==> src/rtl/lpht_pkg.sv <==
// ----------------------------------------------------------------------------
// Linear probe hash table package
// Shared widths, result status codes, sequencer states and remainder unit phases.
// ----------------------------------------------------------------------------
package lpht_pkg;

  // Width of one stored key and of the reported slot field.
  localparam int unsigned KeyW       = 34;
  localparam int unsigned SlotFieldW = 4;

  // Result status codes.
  typedef enum logic [2:0] {
    ST_INSERTED  = 3'd0,
    ST_DUPLICATE = 3'd1,
    ST_FULL      = 3'd2,
    ST_FOUND     = 3'd3,
    ST_NOT_FOUND = 3'd4,
    ST_ZERO_KEY  = 3'd5
  } status_e;

  // Sequencer states.
  typedef enum logic [3:0] {
    S_CLEAR,
    S_IDLE,
    S_SCAN,
    S_SCAN_END,
    S_DECIDE,
    S_HOME_WAIT,
    S_HOME_CHK,
    S_OCC_WAIT,
    S_PROBE_RD,
    S_PROBE_CHK,
    S_FINISH
  } state_e;

  // Remainder unit phases.
  typedef enum logic [1:0] {
    MP_FOLD,
    MP_SCALE,
    MP_REDUCE
  } mod_phase_e;

endpackage

==> src/rtl/lpht_ram.sv <==
// ----------------------------------------------------------------------------
// Generic single-port-write RAM
// One write port and one read port, read data registered.
// ----------------------------------------------------------------------------
module lpht_ram #(
  parameter int unsigned Width = 8,
  parameter int unsigned Depth = 16
) (
  input  logic                     clk_i,
  input  logic                     we_i,
  input  logic [$clog2(Depth)-1:0] waddr_i,
  input  logic [Width-1:0]         wdata_i,
  input  logic                     re_i,
  input  logic [$clog2(Depth)-1:0] raddr_i,
  output logic [Width-1:0]         rdata_o
);

  logic [Width-1:0] mem_q [Depth];
  logic [Width-1:0] rdata_q;

  // Write port.
  always_ff @(posedge clk_i) begin
    if (we_i) begin
      mem_q[waddr_i] <= wdata_i;
    end
  end

  // Registered read port; the data holds until the next read.
  always_ff @(posedge clk_i) begin
    if (re_i) begin
      rdata_q <= mem_q[raddr_i];
    end
  end

  assign rdata_o = rdata_q;

endmodule

==> src/rtl/lpht_mod_unit.sv <==
// ----------------------------------------------------------------------------
// Key remainder unit
// Computes key mod SLOTS in fold, scale and reduce phases: the key is folded into
// a short value by chunk residues, then reduced by reciprocal multiplication.
// ----------------------------------------------------------------------------
module lpht_mod_unit import lpht_pkg::*; #(
  parameter int unsigned SLOTS = 16
) (
  input  logic                     clk_i,
  input  logic                     rst_ni,
  input  logic                     start_i,
  input  logic [KeyW-1:0]          value_i,
  output logic                     busy_o,
  output logic [$clog2(SLOTS)-1:0] rem_o
);

  localparam int unsigned SlotW  = $clog2(SLOTS);
  localparam int unsigned ChunkW = 12;
  localparam int unsigned FoldW  = 24;
  localparam int unsigned RecipW = FoldW + 1;
  localparam int unsigned ProdW  = FoldW + RecipW;
  localparam int unsigned ShiftC = FoldW + SlotW;

  // Residues of the chunk weights and the rounded-up reciprocal of SLOTS.
  localparam logic [FoldW-1:0]  Res12C     = FoldW'((64'd1 << ChunkW) % 64'(SLOTS));
  localparam logic [FoldW-1:0]  Res24C     = FoldW'((64'd1 << (2 * ChunkW)) % 64'(SLOTS));
  localparam logic [FoldW-1:0]  SlotsC     = FoldW'(SLOTS);
  localparam logic [63:0]       RecipWideC = ((64'd1 << ShiftC) + 64'(SLOTS) - 64'd1)
                                             / 64'(SLOTS);
  localparam logic [RecipW-1:0] RecipC     = RecipW'(RecipWideC);

  logic              busy_q, busy_d;
  mod_phase_e        phase_q, phase_d;
  logic [KeyW-1:0]   val_q, val_d;
  logic [FoldW-1:0]  fold_q, fold_d;
  logic [FoldW-1:0]  quot_q, quot_d;
  logic [SlotW-1:0]  rem_q, rem_d;
  logic [FoldW-1:0]  fold_sum;
  logic [ProdW-1:0]  product;
  logic [FoldW-1:0]  remainder_wide;

  // Fold, scale by the reciprocal, then subtract the quotient multiple.
  always_comb begin
    fold_sum       = FoldW'(val_q[KeyW-1:2*ChunkW]) * Res24C
                   + FoldW'(val_q[2*ChunkW-1:ChunkW]) * Res12C
                   + FoldW'(val_q[ChunkW-1:0]);
    product        = ProdW'(fold_q) * ProdW'(RecipC);
    remainder_wide = fold_q - quot_q * SlotsC;
    busy_d  = busy_q;
    phase_d = phase_q;
    val_d   = val_q;
    fold_d  = fold_q;
    quot_d  = quot_q;
    rem_d   = rem_q;
    if (start_i) begin
      busy_d  = 1'b1;
      phase_d = MP_FOLD;
      val_d   = value_i;
    end else if (busy_q) begin
      case (phase_q)
        MP_FOLD: begin
          fold_d  = fold_sum;
          phase_d = MP_SCALE;
        end
        MP_SCALE: begin
          quot_d  = FoldW'(product >> ShiftC);
          phase_d = MP_REDUCE;
        end
        MP_REDUCE: begin
          rem_d   = remainder_wide[SlotW-1:0];
          phase_d = MP_FOLD;
          busy_d  = 1'b0;
        end
        default: begin
          phase_d = MP_FOLD;
        end
      endcase
    end
  end

  // Control registers.
  always_ff @(posedge clk_i or negedge rst_ni) begin
    if (!rst_ni) begin
      busy_q  <= 1'b0;
      phase_q <= MP_FOLD;
    end else begin
      busy_q  <= busy_d;
      phase_q <= phase_d;
    end
  end

  // Datapath registers.
  always_ff @(posedge clk_i) begin
    val_q  <= val_d;
    fold_q <= fold_d;
    quot_q <= quot_d;
    rem_q  <= rem_d;
  end

  assign busy_o = busy_q;
  assign rem_o  = rem_q;

endmodule

==> src/rtl/linear_probe_hash_table_unit.sv <==
// ----------------------------------------------------------------------------
// Linear probe hash table unit
// Open-addressed key table with linear probing and optional displacement.
// ----------------------------------------------------------------------------
// A zero key is answered without a table scan. A search, a duplicate or a full
// table scans every slot, one table read per cycle; an insert also reads its home
// slot and probes onward from it, checking the occupant first when displacement
// is on and the home slot is taken. The result beat appears in the same cycle
// that the block is ready again; a stalled result beat holds the sequencer. After
// reset a clearing pass empties the table before the first item.
module linear_probe_hash_table_unit import lpht_pkg::*; #(
  parameter int unsigned SLOTS = 16
) (
  input  logic                  clk_i,
  input  logic                  rst_ni,
  // Configuration write channel.
  input  logic                  cfg_valid_i,
  output logic                  cfg_ready_o,
  input  logic                  cfg_data_i,
  // Request channel.
  input  logic                  in_valid_i,
  output logic                  in_ready_o,
  input  logic                  mode_i,
  input  logic [KeyW-1:0]       key_i,
  // Result channel.
  output logic                  out_valid_o,
  input  logic                  out_ready_i,
  output logic [2:0]            status_o,
  output logic [SlotFieldW-1:0] slot_o
);

  localparam int unsigned SlotW = $clog2(SLOTS);
  localparam logic [SlotW-1:0] LastSlot = SlotW'(SLOTS - 1);

  // Wrapping increment of a slot number.
  function automatic logic [SlotW-1:0] next_slot(input logic [SlotW-1:0] s);
    return (s == LastSlot) ? '0 : s + 1'b1;
  endfunction

  state_e                state_q, state_d;
  logic [SlotW-1:0]      idx_q, idx_d;
  logic                  chk_vld_q, chk_vld_d;
  logic [SlotW-1:0]      chk_idx_q, chk_idx_d;
  logic                  found_q, found_d;
  logic [SlotW-1:0]      found_slot_q, found_slot_d;
  logic                  empty_q, empty_d;
  logic                  displaced_q, displaced_d;
  logic                  disp_en_q;
  logic                  mode_q, mode_d;
  logic [KeyW-1:0]       key_q, key_d;
  logic [SlotW-1:0]      home_q, home_d;
  logic [KeyW-1:0]       carry_q, carry_d;
  status_e               pend_status_q, pend_status_d;
  logic [SlotW-1:0]      pend_slot_q, pend_slot_d;
  logic                  out_valid_q, out_valid_d;
  status_e               status_q, status_d;
  logic [SlotFieldW-1:0] slot_q, slot_d;
  logic [SlotW+SlotFieldW-1:0] slot_wide;

  logic                  ram_we;
  logic [SlotW-1:0]      ram_waddr;
  logic [KeyW-1:0]       ram_wdata;
  logic                  ram_re;
  logic [SlotW-1:0]      ram_raddr;
  logic [KeyW-1:0]       ram_rdata;

  logic                  mod_start;
  logic [KeyW-1:0]       mod_value;
  logic                  mod_busy;
  logic [SlotW-1:0]      mod_rem;

  // Key store.
  lpht_ram #(
    .Width (KeyW),
    .Depth (SLOTS)
  ) u_ram (
    .clk_i   (clk_i),
    .we_i    (ram_we),
    .waddr_i (ram_waddr),
    .wdata_i (ram_wdata),
    .re_i    (ram_re),
    .raddr_i (ram_raddr),
    .rdata_o (ram_rdata)
  );

  // Shared remainder unit for the home slot of the new key and of an occupant.
  lpht_mod_unit #(
    .SLOTS (SLOTS)
  ) u_mod (
    .clk_i   (clk_i),
    .rst_ni  (rst_ni),
    .start_i (mod_start),
    .value_i (mod_value),
    .busy_o  (mod_busy),
    .rem_o   (mod_rem)
  );

  // The slot field carries the low bits of the slot number.
  assign slot_wide = {{SlotFieldW{1'b0}}, pend_slot_q};

  // Sequencer: next state, memory control and result capture.
  always_comb begin
    state_d       = state_q;
    idx_d         = idx_q;
    chk_vld_d     = 1'b0;
    chk_idx_d     = idx_q;
    found_d       = found_q;
    found_slot_d  = found_slot_q;
    empty_d       = empty_q;
    displaced_d   = displaced_q;
    mode_d        = mode_q;
    key_d         = key_q;
    home_d        = home_q;
    carry_d       = carry_q;
    pend_status_d = pend_status_q;
    pend_slot_d   = pend_slot_q;
    out_valid_d   = out_valid_q;
    status_d      = status_q;
    slot_d        = slot_q;
    ram_we        = 1'b0;
    ram_waddr     = idx_q;
    ram_wdata     = '0;
    ram_re        = 1'b0;
    ram_raddr     = idx_q;
    mod_start     = 1'b0;
    mod_value     = key_i;
    in_ready_o    = 1'b0;

    // Compare the entry read in the previous scan cycle.
    if (chk_vld_q) begin
      if (ram_rdata == key_q && !found_q) begin
        found_d      = 1'b1;
        found_slot_d = chk_idx_q;
      end
      if (ram_rdata == '0) begin
        empty_d = 1'b1;
      end
    end

    // The output register frees up when its beat is taken.
    if (out_valid_q && out_ready_i) begin
      out_valid_d = 1'b0;
    end

    case (state_q)
      S_CLEAR: begin
        ram_we    = 1'b1;
        ram_waddr = idx_q;
        ram_wdata = '0;
        if (idx_q == LastSlot) begin
          idx_d   = '0;
          state_d = S_IDLE;
        end else begin
          idx_d = idx_q + 1'b1;
        end
      end
      S_IDLE: begin
        in_ready_o = 1'b1;
        if (in_valid_i) begin
          mode_d      = mode_i;
          key_d       = key_i;
          found_d     = 1'b0;
          empty_d     = 1'b0;
          displaced_d = 1'b0;
          idx_d       = '0;
          if (key_i == '0) begin
            pend_status_d = ST_ZERO_KEY;
            pend_slot_d   = '0;
            state_d       = S_FINISH;
          end else begin
            mod_start = 1'b1;
            mod_value = key_i;
            state_d   = S_SCAN;
          end
        end
      end
      S_SCAN: begin
        ram_re    = 1'b1;
        ram_raddr = idx_q;
        chk_vld_d = 1'b1;
        chk_idx_d = idx_q;
        if (idx_q == LastSlot) begin
          state_d = S_SCAN_END;
        end else begin
          idx_d = idx_q + 1'b1;
        end
      end
      S_SCAN_END: begin
        state_d = S_DECIDE;
      end
      S_DECIDE: begin
        pend_slot_d = '0;
        state_d     = S_FINISH;
        if (mode_q) begin
          if (found_q) begin
            pend_status_d = ST_FOUND;
            pend_slot_d   = found_slot_q;
          end else begin
            pend_status_d = ST_NOT_FOUND;
          end
        end else if (found_q) begin
          pend_status_d = ST_DUPLICATE;
        end else if (!empty_q) begin
          pend_status_d = ST_FULL;
        end else begin
          state_d = S_HOME_WAIT;
        end
      end
      S_HOME_WAIT: begin
        if (!mod_busy) begin
          home_d    = mod_rem;
          ram_re    = 1'b1;
          ram_raddr = mod_rem;
          state_d   = S_HOME_CHK;
        end
      end
      S_HOME_CHK: begin
        if (ram_rdata == '0) begin
          ram_we        = 1'b1;
          ram_waddr     = home_q;
          ram_wdata     = key_q;
          pend_status_d = ST_INSERTED;
          pend_slot_d   = home_q;
          state_d       = S_FINISH;
        end else if (disp_en_q) begin
          carry_d   = ram_rdata;
          mod_start = 1'b1;
          mod_value = ram_rdata;
          state_d   = S_OCC_WAIT;
        end else begin
          carry_d = key_q;
          idx_d   = next_slot(home_q);
          state_d = S_PROBE_RD;
        end
      end
      S_OCC_WAIT: begin
        if (!mod_busy) begin
          // Evict an occupant that lives away from its own home slot.
          if (mod_rem != home_q) begin
            ram_we      = 1'b1;
            ram_waddr   = home_q;
            ram_wdata   = key_q;
            displaced_d = 1'b1;
          end else begin
            carry_d = key_q;
          end
          idx_d   = next_slot(home_q);
          state_d = S_PROBE_RD;
        end
      end
      S_PROBE_RD: begin
        ram_re    = 1'b1;
        ram_raddr = idx_q;
        state_d   = S_PROBE_CHK;
      end
      S_PROBE_CHK: begin
        if (ram_rdata == '0) begin
          ram_we        = 1'b1;
          ram_waddr     = idx_q;
          ram_wdata     = carry_q;
          pend_status_d = ST_INSERTED;
          pend_slot_d   = displaced_q ? home_q : idx_q;
          state_d       = S_FINISH;
        end else begin
          idx_d   = next_slot(idx_q);
          state_d = S_PROBE_RD;
        end
      end
      S_FINISH: begin
        if (!out_valid_q || out_ready_i) begin
          out_valid_d = 1'b1;
          status_d    = pend_status_q;
          slot_d      = slot_wide[SlotFieldW-1:0];
          state_d     = S_IDLE;
        end
      end
      default: begin
        state_d = S_IDLE;
      end
    endcase
  end

  // Control registers.
  always_ff @(posedge clk_i or negedge rst_ni) begin
    if (!rst_ni) begin
      state_q     <= S_CLEAR;
      idx_q       <= '0;
      chk_vld_q   <= 1'b0;
      found_q     <= 1'b0;
      empty_q     <= 1'b0;
      displaced_q <= 1'b0;
      out_valid_q <= 1'b0;
      disp_en_q   <= 1'b0;
    end else begin
      state_q     <= state_d;
      idx_q       <= idx_d;
      chk_vld_q   <= chk_vld_d;
      found_q     <= found_d;
      empty_q     <= empty_d;
      displaced_q <= displaced_d;
      out_valid_q <= out_valid_d;
      if (cfg_valid_i) begin
        disp_en_q <= cfg_data_i;
      end
    end
  end

  // Payload registers.
  always_ff @(posedge clk_i) begin
    chk_idx_q     <= chk_idx_d;
    found_slot_q  <= found_slot_d;
    mode_q        <= mode_d;
    key_q         <= key_d;
    home_q        <= home_d;
    carry_q       <= carry_d;
    pend_status_q <= pend_status_d;
    pend_slot_q   <= pend_slot_d;
    status_q      <= status_d;
    slot_q        <= slot_d;
  end

  assign cfg_ready_o = 1'b1;
  assign out_valid_o = out_valid_q;
  assign status_o    = status_q;
  assign slot_o      = slot_q;

  // The table is only written while an item is in work or being cleared.
  assert property (@(posedge clk_i) disable iff (!rst_ni)
    (state_q == S_IDLE || state_q == S_FINISH) |-> !ram_we)
    else $error("table written outside of an operation");

  // Only an insert or a find reports a nonzero slot.
  assert property (@(posedge clk_i) disable iff (!rst_ni)
    (out_valid_o && status_o != ST_INSERTED && status_o != ST_FOUND) |-> slot_o == '0)
    else $error("nonzero slot reported with a failure status");

  // Probing starts only once the remainder unit has finished.
  assert property (@(posedge clk_i) disable iff (!rst_ni)
    (state_q == S_PROBE_RD || state_q == S_HOME_CHK) |-> !mod_busy)
    else $error("probe started while the home slot is still being computed");

  // A new result is loaded only into a free or draining output register.
  assert property (@(posedge clk_i) disable iff (!rst_ni)
    (state_q == S_FINISH && out_valid_q && !out_ready_i) |=> state_q == S_FINISH)
    else $error("result left the sequencer while the output was blocked");

endmodule
==> config.mk <==
export PLATFORM = sky130hd
export DESIGN_NAME = linear_probe_hash_table_unit
export DESIGN_NICKNAME = d
export VERILOG_FILES = /design/src/rtl/lpht_pkg.sv /design/src/rtl/lpht_ram.sv /design/src/rtl/lpht_mod_unit.sv /design/src/rtl/linear_probe_hash_table_unit.sv
export SDC_FILE = /design/constraint.sdc
export NUM_CORES = 1
export LEC_CHECK = 0
export BUFFER_PORTS_ARGS = -buffer_cell sky130_fd_sc_hd__buf_2
export CAP_MARGIN = 20
export CORE_UTILIZATION = 55
export CTS_BUF_LIST = sky130_fd_sc_hd__clkbuf_16
export DETAILED_ROUTE_END_ITERATION = 7
export PLACE_DENSITY = 0.71
export SLEW_MARGIN = 15
export SYNTH_ARGS = -nofsm -noshare
export SYNTH_HDL_FRONTEND = slang
export SYNTH_SLANG_ARGS = --single-unit
==> constraint.sdc <==
create_clock -name clk_i -period 14.3 [get_ports clk_i]
set_input_delay 0.715 -clock clk_i [delete_from_list [all_inputs] [get_ports clk_i]]
set_output_delay 0.715 -clock clk_i [all_outputs]
set_load 0.005 [all_outputs]
## After elaboration in Yosys (flattened, before gate mapping)

Memory sizes are Yosys's and may differ from the RTL's. A register that Yosys moved wholly into a read port is not among the register bits.
Index checks and enable logic that the tools add are counted.

| storage, ports and cells | value |
|---|---|
| bits in writable memories | 544 |
| output and inout bits | 10 |
| register bits after elaboration | 124 |
| logic and storage cells | 185 |
| bits in latches | 0 |
| memory bits (read-only) | 0 |
| memories kept | 1 |

| operators by class | value |
|---|---|
| add/subtract/negate cells | 3 |
| bitwise gates (word level) | 2 |
| $mul | 0 |
| divide/modulo/power cells | 0 |
| equal/unequal tests | 33 |
| shift-type cells | 0 |
| multiplexer cells | 94 |
| magnitude comparators | 0 |
| reduce and logical (&&, ||, !) cells | 29 |

Memory list:

| name | depth | width | read ports | clocked after memory_dff | wr ports | line | RTL |
|---|---|---|---|---|---|---|---|
| u_ram.mem_q | 16 | 34 | 1 | 1 | 1 | lpht_ram.sv:18 | `logic [Width-1:0] mem_q [Depth];` |

Operators with widths:

| kind | count |
|---|---|
| 34-bit 2-to-1 mux | 8 |
| 4-bit 2-to-1 mux | 35 |
| 34-bit one-hot mux with 3 select lines | 1 |
| 34-bit logical NOT | 2 |
| 34-bit one-hot mux with 2 select lines | 1 |
| 4-bit one-hot mux with 11 select lines | 1 |
| 34-bit == test | 1 |
| 2-bit inequality test, second input constant | 15 |
| 1-bit 2-to-1 mux | 29 |
| 4-bit one-hot mux with 6 select lines | 1 |
| 3-bit 2-to-1 mux | 7 |
| 4-bit == test, second input constant | 5 |
| 4-bit by 3-bit == test with 1-bit output, second input constant | 4 |
| 4-bit one-hot mux with 4 select lines | 1 |
| 5-bit AND reduction | 2 |
| 3-bit one-hot mux with 3 select lines | 1 |
| 4-bit by 1-bit adder with 4-bit output, second input constant | 2 |
| 4-bit by 2-bit == test with 1-bit output, second input constant | 2 |
| 4-bit one-hot mux with 2 select lines | 1 |
| 2-bit AND reduction | 4 |
| 4-bit AND reduction | 2 |
| 7-bit AND reduction | 1 |
| 2-bit 2-to-1 mux | 3 |
| 1-bit one-hot mux with 2 select lines | 3 |
| other kinds (22) | 29 |

## Depth between registers and ports, before layout

Gate-level depths: netlist (run 1).

| logic depth | value |
|---|---|
| depth after elaboration | 6 |
| gate-level depth with buffers | 10 |
| depth with buffers taken out | 7 |

## Hierarchy

From an unflattened synthesis (run 1), not the netlist that was laid out.

| unflattened totals | value |
|---|---|
| cell total of the unflattened synthesis | 1383 |
| area, all modules | 27845.5 µm² |

Modules (own cells, without submodules):

| module | instances | cells an instance | area each (µm²) |
|---|---|---|---|
| lpht_ram | 1 | 888 | 21416.8 |
| linear_probe_hash_table_unit | 1 | 472 | 5915.7 |
| lpht_mod_unit | 1 | 23 | 513.0 |

## Worst setup path before layout (run 1)

Ideal clock, no wire load.

| path | value |
|---|---|
| path kind | flip-flop to flip-flop |
| start | register u_ram.rdata_q[0], in the netlist u_ram.rdata_o[0] (read register of u_ram.mem_q) |
| end | memory u_ram.mem_q[0][0] (netlist name) (enable) |
| slack | 9398 ps |
| clock period less this slack | 4902 ps |
| cell stages (with the launch flop) | 8 |
| library setup time | 468 ps |
| arrival time | 4435 ps |
| cells stage by stage | edfxtp_1 -> nor4_1 -> nand4_1 -> or4_1 -> buf_2 -> nand2_1 -> mux2_2 -> nor3_1 |

| between the ends | value |
|---|---|
| word-level cells in the longest chain between the ends | 5 |
| elaborated cells between the ends (all ways) | 7 |

RTL lines:

| item | line | RTL |
|---|---|---|
| start, declared | lpht_ram.sv:19 | `logic [Width-1:0] rdata_q;` |
| 34-bit logical NOT (*) | linear_probe_hash_table_unit.sv:218, linear_probe_hash_table_unit.sv:257 |  |
| 1-bit 2-to-1 mux | linear_probe_hash_table_unit.sv:218, linear_probe_hash_table_unit.sv:257 |  |
| 1-bit one-hot mux with 3 select lines | linear_probe_hash_table_unit.sv:145 | `case (state_q)` |
| 1-bit 2-to-1 mux | lpht_ram.sv:23 | `if (we_i) begin` |
| 1-bit 2-to-1 mux (implied by the code) | lpht_ram.sv:24 | `mem_q[waddr_i] <= wdata_i;` |
| end, declared | lpht_ram.sv:18 |  |

Every way passes the cells marked *; elsewhere a longest branch is shown, timed or not.

## Worst setup path in the final report (run 1)

| path | value |
|---|---|
| start | register u_ram.rdata_q[17], in the netlist u_ram.rdata_o[17] (read register of u_ram.mem_q) |
| end | memory u_ram.mem_q[1][14] (netlist name) (enable) |

The elaborated chain is that of the path after synthesis.

==> results of run 1 <==
cells in the mapped netlist (all sizes together), types with 3 or more instances:
master	n
nand3	150
edfxtp	681
inv	15
dfxtp	4
a2111oi	36
nor3	19
o22a	67
a222oi	4
mux2i	140
xor2	8
dfrtp	17
nand3b	4
clkbuf	87
o21ai	122
a22o	34
nand2b	6
and3	7
nand2	31
a31oi	3
nor2b	9
a21oi	119
nor4	25
nor2	31
ha	3
and2	3
nand4	11
buf	31
xnor2	33
mux2	79
final cells by class:
cell class / instances / area [µm²]
clock inverters: 58 / 395
well taps: 680 / 851
repair buffers: 87 / 543
clock buffers: 75 / 1880
fillers: 3677 / 19400
flip-flops and latches: 702 / 21000
inverters: 15 / 56.3
multi-input cells: 981 / 7210
flip-flops by register name (all words and copies together) (netlist names), 4 cells and up:
register / flops
state_q: 4
u_ram.mem_q: 544
u_mod.fold_q: 4
carry_q: 34
found_slot_q: 4
chk_idx_q: 4
pend_slot_q: 4
slot_o: 4
u_ram.rdata_o: 34
u_mod.rem_o: 4
key_q: 34
u_mod.val_q: 4
home_q: 4
chk_idx_d: 4
cells in the final DEF (no fill, tap or decap), types with 10 or more instances in the layout:
master	count
a2111oi_0	36
a21oi_1	118
a22o_1	34
buf_2	49
buf_4	37
clkbuf_16	75
clkinv_1	20
clkinv_2	14
dfrtp_1	17
edfxtp_1	681
inv_1	30
mux2_1	34
mux2_2	45
mux2i_1	137
nand2_1	29
nand3_1	149
nand4_1	11
nor2_1	22
nor3_1	10
nor4_1	24
o21ai_0	118
o22a_1	67
xnor2_1	33
cell families after synthesis:
family                     count (synthesis)  share of synthesized area
buffers and inverters                    133                     0.0211
adders and majority gates                  3                    0.00132
and+or+nand+nor                          307                     0.0561
muxes                                    219                     0.0803
AOI/OAI and AO/OA                        410                     0.0941
other                                      1                   0.000131
xor gates and xnor gates                  41                     0.0126
DFF                                      702                      0.734
per-stage QoR:
stage,setup WS [ns],hold slack [ns],power [W]
global route,8.57,0.0568,0.00649
detailed placement,8.89,0.391,0.00448
CTS,8.87,0.0279,0.00626
global placement,9.01,0.389,0.00443
finish,8.78,0.0372,0.00627
floorplan,9.40,0.366,0.00389
critical path, delay by kind of cell (launching register included):
kind	cells	cell delay (ns)
simple gates	5	3.64
compound gates	1	0.59
buf+inv	1	0.47
flops	1	0.43
worst min-delay path by stage:
stage,from,to,slack (ns)
final,rst_ni,displaced_q$_DFFE_PN0P_,0.04
after global placement,chk_idx_q[3]$_DFF_P_,found_slot_q[3]$_DFFE_PP_,0.39
after floorplan,chk_idx_d[2]$_DFFE_PN0P_,chk_idx_q[2]$_DFF_P_,0.37
after global routing,rst_ni,displaced_q$_DFFE_PN0P_,0.06
after CTS,rst_ni,displaced_q$_DFFE_PN0P_,0.03
after detailed placement,chk_idx_q[3]$_DFF_P_,found_slot_q[3]$_DFFE_PP_,0.39
metal layers:
layer,track usage,up-vias
met1,0.388,8627
met3,0.0577,155
met5,0,-
met2,0.434,979
met4,0.103,0
li1,-,7310
power breakdown:
part	switching [W]	leakage, nW	internal (W)
clock	0.000760	1.18	0.00104
sequential	0.000164	6.86	0.00260
combinational	0.00113	2.93	0.000574
total	0.00206	11.0	0.00421
==> results.py, run 1 <==
metrics = {
    "floorplan": {
        "die_area_um2": 52800,
        "die_w_um": 230,
        "rows": 83,
        "start_util": 0.556,
        "ios": 51,
        "die_y_um": 230,
        "core-area_um2": 51300,
    },
    "place": {
        "gp_congestion": 0.954,
        "place_area_um2": 29600,
        "dp_cells": 2464,
        "io_buffer_count": 49,
        "hpwl_um": 42100,
    },
    "drt": {
        "wl_met2_um": 34300,
        "route.vias.total": 17071,
        "drtIter0Drc": 2286,
        "firstDrtPassIters": 8,
        "drt-total-wl_um": 72800,
        "top_layer_used": "met4",
        "drc": 2,
        "wl_met3_um": 6880,
        "avgViaCountPerCell": 6.57,
        "wire_per_inst_um": 28.0,
        "m1WireLength_um": 29100,
        "ant_nets": 0,
    },
    "critical_path": {
        "path_cells": "nor4_1 > nand4_1 > or4_1 > nand2_2 > o211ai_1 > nor3_4 > buf_4",
        "arrival_ns": 5.78,
        "critPathCapture": "u_ram.mem_q[1][14]$_DFFE_PP_",
        "startpoint": "u_ram.rdata_o[17]$_DFFE_PP_",
        "slowest_delay_ns": 0.92,
        "reg2reg_from": "u_ram.rdata_o[17]$_DFFE_PP_",
        "crit_required_ns": 14.56,
        "critical_path_class": "flip-flop to flip-flop",
        "slowest_stage": "nor3_4",
        "reg2reg_to": "u_ram.mem_q[1][14]$_DFFE_PP_",
        "critPathLaunchType": "flip-flop",
        "end_kind": "flip-flop",
        "r2r_slack_ns": 8.78,
        "cp_max_fo": 40,
        "r2r_cells": 7,
    },
    "clock_network": {
        "cts-root-buf": "clkbuf_16",
        "clkSinkCount": 702,
        "post_cts_buffers": 0,
        "cts_tree": "built",
        "cts_resized": 0,
        "clk_latency_ns": 0.61,
        "cts_buffers": 73,
        "clkSlewWorstSetupHoldPaths_ns": 0.06,
        "clock_path_buffers": 3,
        "cts-htree-levels": 3,
        "hold_buffers": 0,
    },
    "timing": {
        "final-setup-viol-count": 0,
        "worstMarginPinSlew_ns": 1.16,
        "fmax_mhz": 181,
        "slew_viol_final": 0,
        "fin_worst_skew_ns": 0.0382,
        "period_share": 0.386,
        "slew_headroom": 0.223,
        "hold_viol_final": 0,
        "rsz0062_at_grt": "false",
        "tns_ns": 0,
        "period_needed_ns": 5.52,
    },
    "yosys": {
        "async_flop_share": 0.0242,
        "synth_top_area_frac": 0.717,
        "synth_cells": 1816,
        "yosysTopAreaCell": "edfxtp_1",
        "synth_edf_count": 681,
        "synthDistinctLibCells": 64,
        "ys_seq_elements": 702,
        "synthesis.nets": 1860,
        "yosys_warnings": 0,
        "postSynthAreaPerCell_um2": 15.7,
        "yosysSeqAreaShare": 0.734,
        "synth_area_leaders": "edfxtp_1 72%, mux2i_1 4.9%, nand3_1 2.6%",
        "synth_ff_type": "edfxtp_1",
        "synth_area_um2": 28500,
    },
    "global_routing": {
        "grt_pass1_vias": 16677,
        "grt_max_degree": 103,
        "grt_pass1_wl_um": 108000,
        "antenna_found_initial": 0,
        "grt-ovfl-total": 0,
        "grt_use_total": 0.278,
    },
    "outcome": {
        "violations": "design-rule violations",
        "outcome": "finished with violations",
    },
    "final_layout": {
        "fin_area_um2": 31900,
        "areaGrowthSynthToFinish_pct": 11.7,
        "finalNonFillerCells": 2598,
        "fin_nets": 1904,
        "drive_gt1_frac": 0.139,
        "num_antenna_cells": 0,
        "utilization": 0.622,
    },
    "pwr": {
        "ir_drop_mv": 0.126,
        "p_leak_nw": 11.0,
        "power_density_nw_per_um2": 197,
    },
    "hold_path": {
        "hp-class": "primary input to asynchronous set/reset pin",
    },
    "flow_run": {
        "maxCapViolations": 0,
    },
}
Note: power is estimated with default switching activity, not from simulation.
==> run 2, diff against run 1 <==
- ABC_AREA: default -> 1
- PLACE_DENSITY: 0.71 -> 0.74
- clock period: 14.3 -> 4.9 ns (I/O delays scaled with it)
==> run 2 against run 1 <==
The flow now finishes without violations. Die area grew 2.8%. Combinational power rose to 3.6 times the previous value. Via count up 11%. Critical path depth is 4 higher. Synthesized cell count up 24%.
==> results.py, run 2 <==
metrics = {
    "outcome": {
        "outcome": "finished, final reports clean",
    },
    "final_layout": {
        "drive_gt1_frac": 0.184,
        "areaGrowthSynthToFinish_pct": 14.2,
        "finalNonFillerCells": 3092,
        "utilization": 0.636,
        "final_cell_mix": "681 x edfxtp_1, 266 x o211ai_1, 245 x nand2_1, 241 x nand3_1, 192 x or2_2",
        "final_common_cell": "edfxtp_1",
        "fin_nets": 2388,
        "largest_reg_flops": 544,
        "num-fill-cells": 3820,
        "num_antenna_cells": 0,
        "top_register": "u_ram.mem_q",
    },
    "clock_network": {
        "cts-root-buf": "clkbuf_16",
        "cts_buffers": 73,
        "clkSinkCount": 702,
        "clk_latency_ns": 0.63,
        "cts_resized": 0,
        "cts_tree": "built",
        "clkSlewWorstSetupHoldPaths_ns": 0.06,
        "post_cts_buffers": 0,
        "clock_path_buffers": 3,
        "cts-htree-levels": 3,
    },
    "timing": {
        "rsz0062_at_grt": "false",
        "period_share": 0.780,
        "fmax_mhz": 262,
        "hold_viol_final": 0,
        "slew_headroom": 0.255,
        "period_needed_ns": 3.82,
        "worstMarginPinSlew_ns": 1.09,
        "slew_viol_final": 0,
        "whs_ns": 0.0992,
        "final-setup-viol-count": 0,
        "fin_worst_skew_ns": 0.0377,
        "tns_ns": 0,
    },
    "floorplan": {
        "rows": 84,
        "die_y_um": 233,
        "core-area_um2": 52700,
        "die_area_um2": 54300,
        "die_w_um": 233,
        "ios": 51,
        "start_util": 0.557,
    },
    "critical_path": {
        "slowest_delay_ns": 0.79,
        "arrival_ns": 4.14,
        "critPathLaunchType": "flip-flop",
        "r2r_slack_ns": 1.08,
        "critical_path_class": "flip-flop to flip-flop",
        "cp_max_fo": 31,
        "crit_required_ns": 5.22,
        "path_cells": "inv_2 > nor2_1 > nand2_2 > inv_1 > nand3_2 > nand2_2 > inv_2 > nand2_1 > nand3_1 > nor2_4 > buf_4",
        "end_kind": "flip-flop",
        "slowest_stage": "nor2_4",
    },
    "place": {
        "io_buffer_count": 49,
        "gp_congestion": 0.973,
        "hpwl_um": 45400,
        "dp_cells": 2912,
    },
    "pwr": {
        "p_leak_nw": 12.0,
        "ir_drop_mv": 0.642,
        "power_density_nw_per_um2": 577,
        "power_w": 0.0193,
    },
    "global_routing": {
        "grt_pass1_wl_um": 112000,
        "grt_max_degree": 209,
        "grt_pass1_vias": 18412,
        "grt-ovfl-total": 0,
        "antenna_found_initial": 2,
        "grt_use_total": 0.279,
    },
    "drt": {
        "route.vias.total": 19027,
        "drtIter0Drc": 2227,
        "avgViaCountPerCell": 6.15,
        "ant_nets": 0,
        "firstDrtPassIters": 6,
        "drc": 0,
        "wire_per_inst_um": 24.3,
        "drt-total-wl_um": 75000,
    },
    "yosys": {
        "yosysSeqAreaShare": 0.714,
        "synth_area_leaders": "edfxtp_1 70%, o211ai_1 6.8%, nand3_1 4.1%",
        "yosys_warnings": 0,
        "synth_ff_type": "edfxtp_1",
        "synthTopCellsByCount": "681 x edfxtp_1, 266 x o211ai_1, 245 x nand2_1",
        "async_flop_share": 0.0242,
        "synthDistinctLibCells": 46,
        "ys_seq_elements": 702,
        "synth_area_um2": 29300,
        "yosysMostFrequentCell": "edfxtp_1",
        "synth_top_area_frac": 0.697,
        "synth_cells": 2247,
        "postSynthAreaPerCell_um2": 13.1,
        "yosysTopAreaCell": "edfxtp_1",
        "synthesis.nets": 2291,
        "synth_edf_count": 681,
    },
    "hold_path": {
        "hp-class": "primary input to asynchronous set/reset pin",
    },
    "flow_run": {
        "maxCapViolations": 0,
    },
}
[run 2: cell count changes in the layout (fill, tap and decap cells not counted), moves of 61 or more]
cell	previous run	this run
inv_1	30	113
o211ai_1	2	266
o22a_1	67	0
or2_2	0	192
or2_1	1	62
nand3_1	149	241
mux2i_1	137	0
nand2_1	29	245
a21oi_1	118	18
[run 2: final timing paths]
check	from	end	cells after the start
setup / recovery	state_q[1]$_DFFE_PN0P_	u_ram.mem_q[3][24]$_DFFE_PP_	11
setup reg to reg	state_q[1]$_DFFE_PN0P_	u_ram.mem_q[3][24]$_DFFE_PP_	11
hold reg to reg	chk_idx_q[3]$_DFF_P_	found_slot_q[3]$_DFFE_PP_	0
max in group asynchronous	rst_ni	state_q[1]$_DFFE_PN0P_	2
min in group clk_i	in_valid_i	displaced_q$_DFFE_PN0P_	4
hold / removal	rst_ni	state_q[3]$_DFFE_PN0P_	2
[run 2: worst max-delay path, delay by kind of cell (launching register included)]
family        cells  cell delay [ns]
simple gates      7             2.14
buf+inv           4             0.83
flops             1             0.50
[run 2: cells by family after synthesis]
family / Yosys count / share of synthesized area
AND/OR/NAND/NOR: 900 / 0.154
flip-flops: 702 / 0.714
AO/OA/AOI/OAI: 386 / 0.0904
buffers and inverters: 233 / 0.0334
XOR/XNOR: 20 / 0.00597
adder cells (fa/ha/maj): 3 / 0.00128
multiplexers: 2 / 0.000939
other: 1 / 0.000128
[run 2: timing repair]
| item | 4_1_cts | 5_1_grt |
|---|---|---|
| setup endpoints to repair | 0 | 0 |
| endpoints found under the hold margin | 56 | 0 |
| hold buffers | 40 | 0 |
[run 2: final cells by class]
cell class	count	area, µm²	area share
repair buffers	148	1270	0.0380
clock buffers	75	1880	0.0561
inverters	107	414	0.0124
clock inverters	60	494	0.0148
flip-flops and latches	702	21000	0.626
well taps	688	861	0.0257
multi-input cells	1312	7610	0.227
[run 2: layer usage]
layer  global-route usage  share of wire
met5                    0        0.00016
met4               0.0909          0.030
met3               0.0615          0.099
met2                0.432           0.46
met1                0.395           0.41
[run 2: power by group]
part | internal, W | switching (W) | leakage (nW)
clock | 0.00316 | 0.00233 | 1.21
sequential | 0.00734 | 0.000336 | 6.98
combinational | 0.00191 | 0.00426 | 3.79
[run 2: through the flow]
stage | setup WS (ns) | cell area (µm²)
CTS | 1.12 | 33400
global route | 0.836 | 33500
floorplan | 1.31 | 29300
detailed placement | 1.12 | 30600
global placement | 1.28 | 30600
finish | 1.08 | 33500
==> run 3, diff against run 2 <==
- PLACE_DENSITY: 0.74 -> 0.71
- clock period: 4.9 -> 4 ns (I/O delays scaled with it)
==> run 3 against run 2 <==
Critical path depth is 2 lower. Largest power group unchanged. Largest cell class unchanged. Maximum frequency is 9.9% higher. Sequential share of layout area hardly changed. Count of clock-buffer cells in the layout is 1 higher. Critical path type unchanged.
==> results.py, run 3 (synthesis results as in run 2) <==
metrics = {
    "critical_path": {
        "arrival_ns": 3.71,
        "cp_max_fo": 34,
        "reg2reg_to": "u_ram.mem_q[15][22]$_DFFE_PP_",
        "crit_required_ns": 4.23,
        "slowest_delay_ns": 0.49,
        "reg2reg_from": "state_q[1]$_DFFE_PN0P_",
        "path_cells": "nand2_1 > nor2_1 > nand3_1 > nand2_2 > inv_2 > nand2_1 > nand3_1 > nor2_4 > buf_4",
        "critPathLaunchType": "flip-flop",
        "end_kind": "flip-flop",
        "slowest_stage": "buf_4",
        "r2r_cells": 9,
        "critical_path_class": "flip-flop to flip-flop",
        "r2r_slack_ns": 0.53,
    },
    "clock_network": {
        "cts-root-buf": "clkbuf_16",
        "post_cts_buffers": 0,
        "clkSlewWorstSetupHoldPaths_ns": 0.06,
        "clock_path_buffers": 3,
        "cts_tree": "built",
        "clk_latency_ns": 0.60,
        "cts_resized": 0,
        "cts_buffers": 73,
        "clkSinkCount": 702,
        "cts-htree-levels": 3,
    },
    "final_layout": {
        "multi_input_area_um2": 7600,
        "top_register": "u_ram.mem_q",
        "num-fill-cells": 3850,
        "fin_nets": 2398,
        "regArea_um2": 21000,
        "areaGrowthSynthToFinish_pct": 14.2,
        "final_cell_mix": "681 x edfxtp_1, 266 x o211ai_1, 245 x nand2_1, 241 x nand3_1, 192 x or2_2",
        "num_antenna_cells": 0,
        "largest_reg_flops": 544,
        "drive_gt1_frac": 0.185,
        "final_common_cell": "edfxtp_1",
    },
    "hold_path": {
        "hp-class": "primary input to asynchronous set/reset pin",
    },
    "drt": {
        "route.vias.total": 18954,
        "avgViaCountPerCell": 6.12,
        "wire_per_inst_um": 25.0,
        "drtIter0Drc": 2302,
        "drt-total-wl_um": 77400,
        "firstDrtPassIters": 8,
        "ant_nets": 0,
        "drc": 0,
    },
    "global_routing": {
        "grt-ovfl-total": 0,
        "grt_pass1_vias": 18404,
        "grt_use_total": 0.291,
        "grt_pass1_wl_um": 115000,
        "grt_max_degree": 137,
        "antenna_found_initial": 2,
    },
    "place": {
        "io_buffer_count": 49,
        "preCtsSetupSlack_ns": 0.596,
        "hpwl_um": 48200,
        "gp_congestion": 0.978,
    },
    "timing": {
        "final-setup-viol-count": 0,
        "worstMarginPinSlew_ns": 0.860,
        "period_share": 0.869,
        "whs_ns": 0.0684,
        "fin_worst_skew_ns": 0.0125,
        "tns_ns": 0,
        "hold_viol_final": 0,
        "slew_headroom": 0.426,
        "slew_viol_final": 0,
        "period_needed_ns": 3.47,
        "setup_slack_ns": 0.526,
        "rsz0062_at_grt": "false",
        "fmax_mhz": 288,
    },
    "pwr": {
        "p_int_w": 0.0152,
        "p_sw_w": 0.00831,
        "p_leak_nw": 12.0,
        "pwr-share-clk": 0.278,
        "seq_power_share": 0.399,
        "swShare": 0.353,
        "power_density_nw_per_um2": 703,
        "ir_drop_mv": 0.574,
        "combPwrFrac": 0.323,
    },
    "floorplan": {
        "die_y_um": 233,
        "die_area_um2": 54300,
        "start_util": 0.557,
        "rows": 84,
        "ios": 51,
        "die_w_um": 233,
        "core-area_um2": 52700,
    },
    "outcome": {
        "outcome": "finished, final reports clean",
    },
    "flow_run": {
        "maxCapViolations": 0,
    },
}
==> run 3: final cells by class <==
cell class,instances,share of cell area
clock inverter,55,0.0120
inverter,107,0.0124
multi-input combinational,1312,0.227
tap,688,0.0257
timing repair buffer,158,0.0406
sequential,702,0.626
clock buffer,76,0.0568
==> run 3: what timing repair did <==
| item | 4_1_cts | 5_1_grt |
|---|---|---|
| hold endpoints to repair | 55 | 0 |
| setup endpoints to repair | 0 | 0 |
| hold buffers | 39 | 0 |
==> run 3: worst max path at each step <==
stage,to,depth (start not counted),from,slack [ns]
after global routing,u_ram.mem_q[10][14]$_DFFE_PP_,11,state_q[1]$_DFFE_PN0P_,0.30
after global placement,u_ram.mem_q[10][14]$_DFFE_PP_,10,state_q[3]$_DFFE_PN0P_,0.73
final,u_ram.mem_q[15][22]$_DFFE_PP_,9,state_q[1]$_DFFE_PN0P_,0.53
after CTS,u_ram.mem_q[11][6]$_DFFE_PP_,11,state_q[1]$_DFFE_PN0P_,0.58
after detailed placement,u_ram.mem_q[10][17]$_DFFE_PP_,11,state_q[1]$_DFFE_PN0P_,0.60
after floorplan,u_ram.rdata_o[0]$_DFFE_PP_,3,state_q[3]$_DFFE_PN0P_,0.41
==> run 3: routing by layer <==
layer,global-route usage,wire (µm)
met2,0.464,37100
met3,0.0435,6480
met4,0.0901,2170
met1,0.414,31600
met5,0,0
==> run 3: critical path: cells and delay by family, from the launching register on <==
kind          cells  cell delay [ns]
simple gates      7             1.83
buf+inv           2             0.76
flops             1             0.48
==> run 3: power groups by stage <==
stage               logic (W)  clock network, W  registers, W
finish                0.00761           0.00655       0.00939
global route          0.00821           0.00688       0.00944
CTS                   0.00755           0.00661       0.00938
detailed placement    0.00748                 0       0.00952
global placement      0.00738                 0       0.00949
floorplan             0.00500                 0       0.00941
==> run 3: through the flow <==
step / util / total power [W] / cells / area, µm²
2_1_floorplan: - / 0.0144 / 2247 / 29300
3_3_place_gp: 0.585 / 0.0169 / 2928 / 30800
3_5_place_dp: 0.585 / 0.0170 / 2928 / 30800
4_1_cts: 0.636 / 0.0235 / 3098 / 33500
5_1_grt: 0.636 / 0.0245 / 3098 / 33500
6_report: 0.636 / 0.0236 / 3098 / 33500
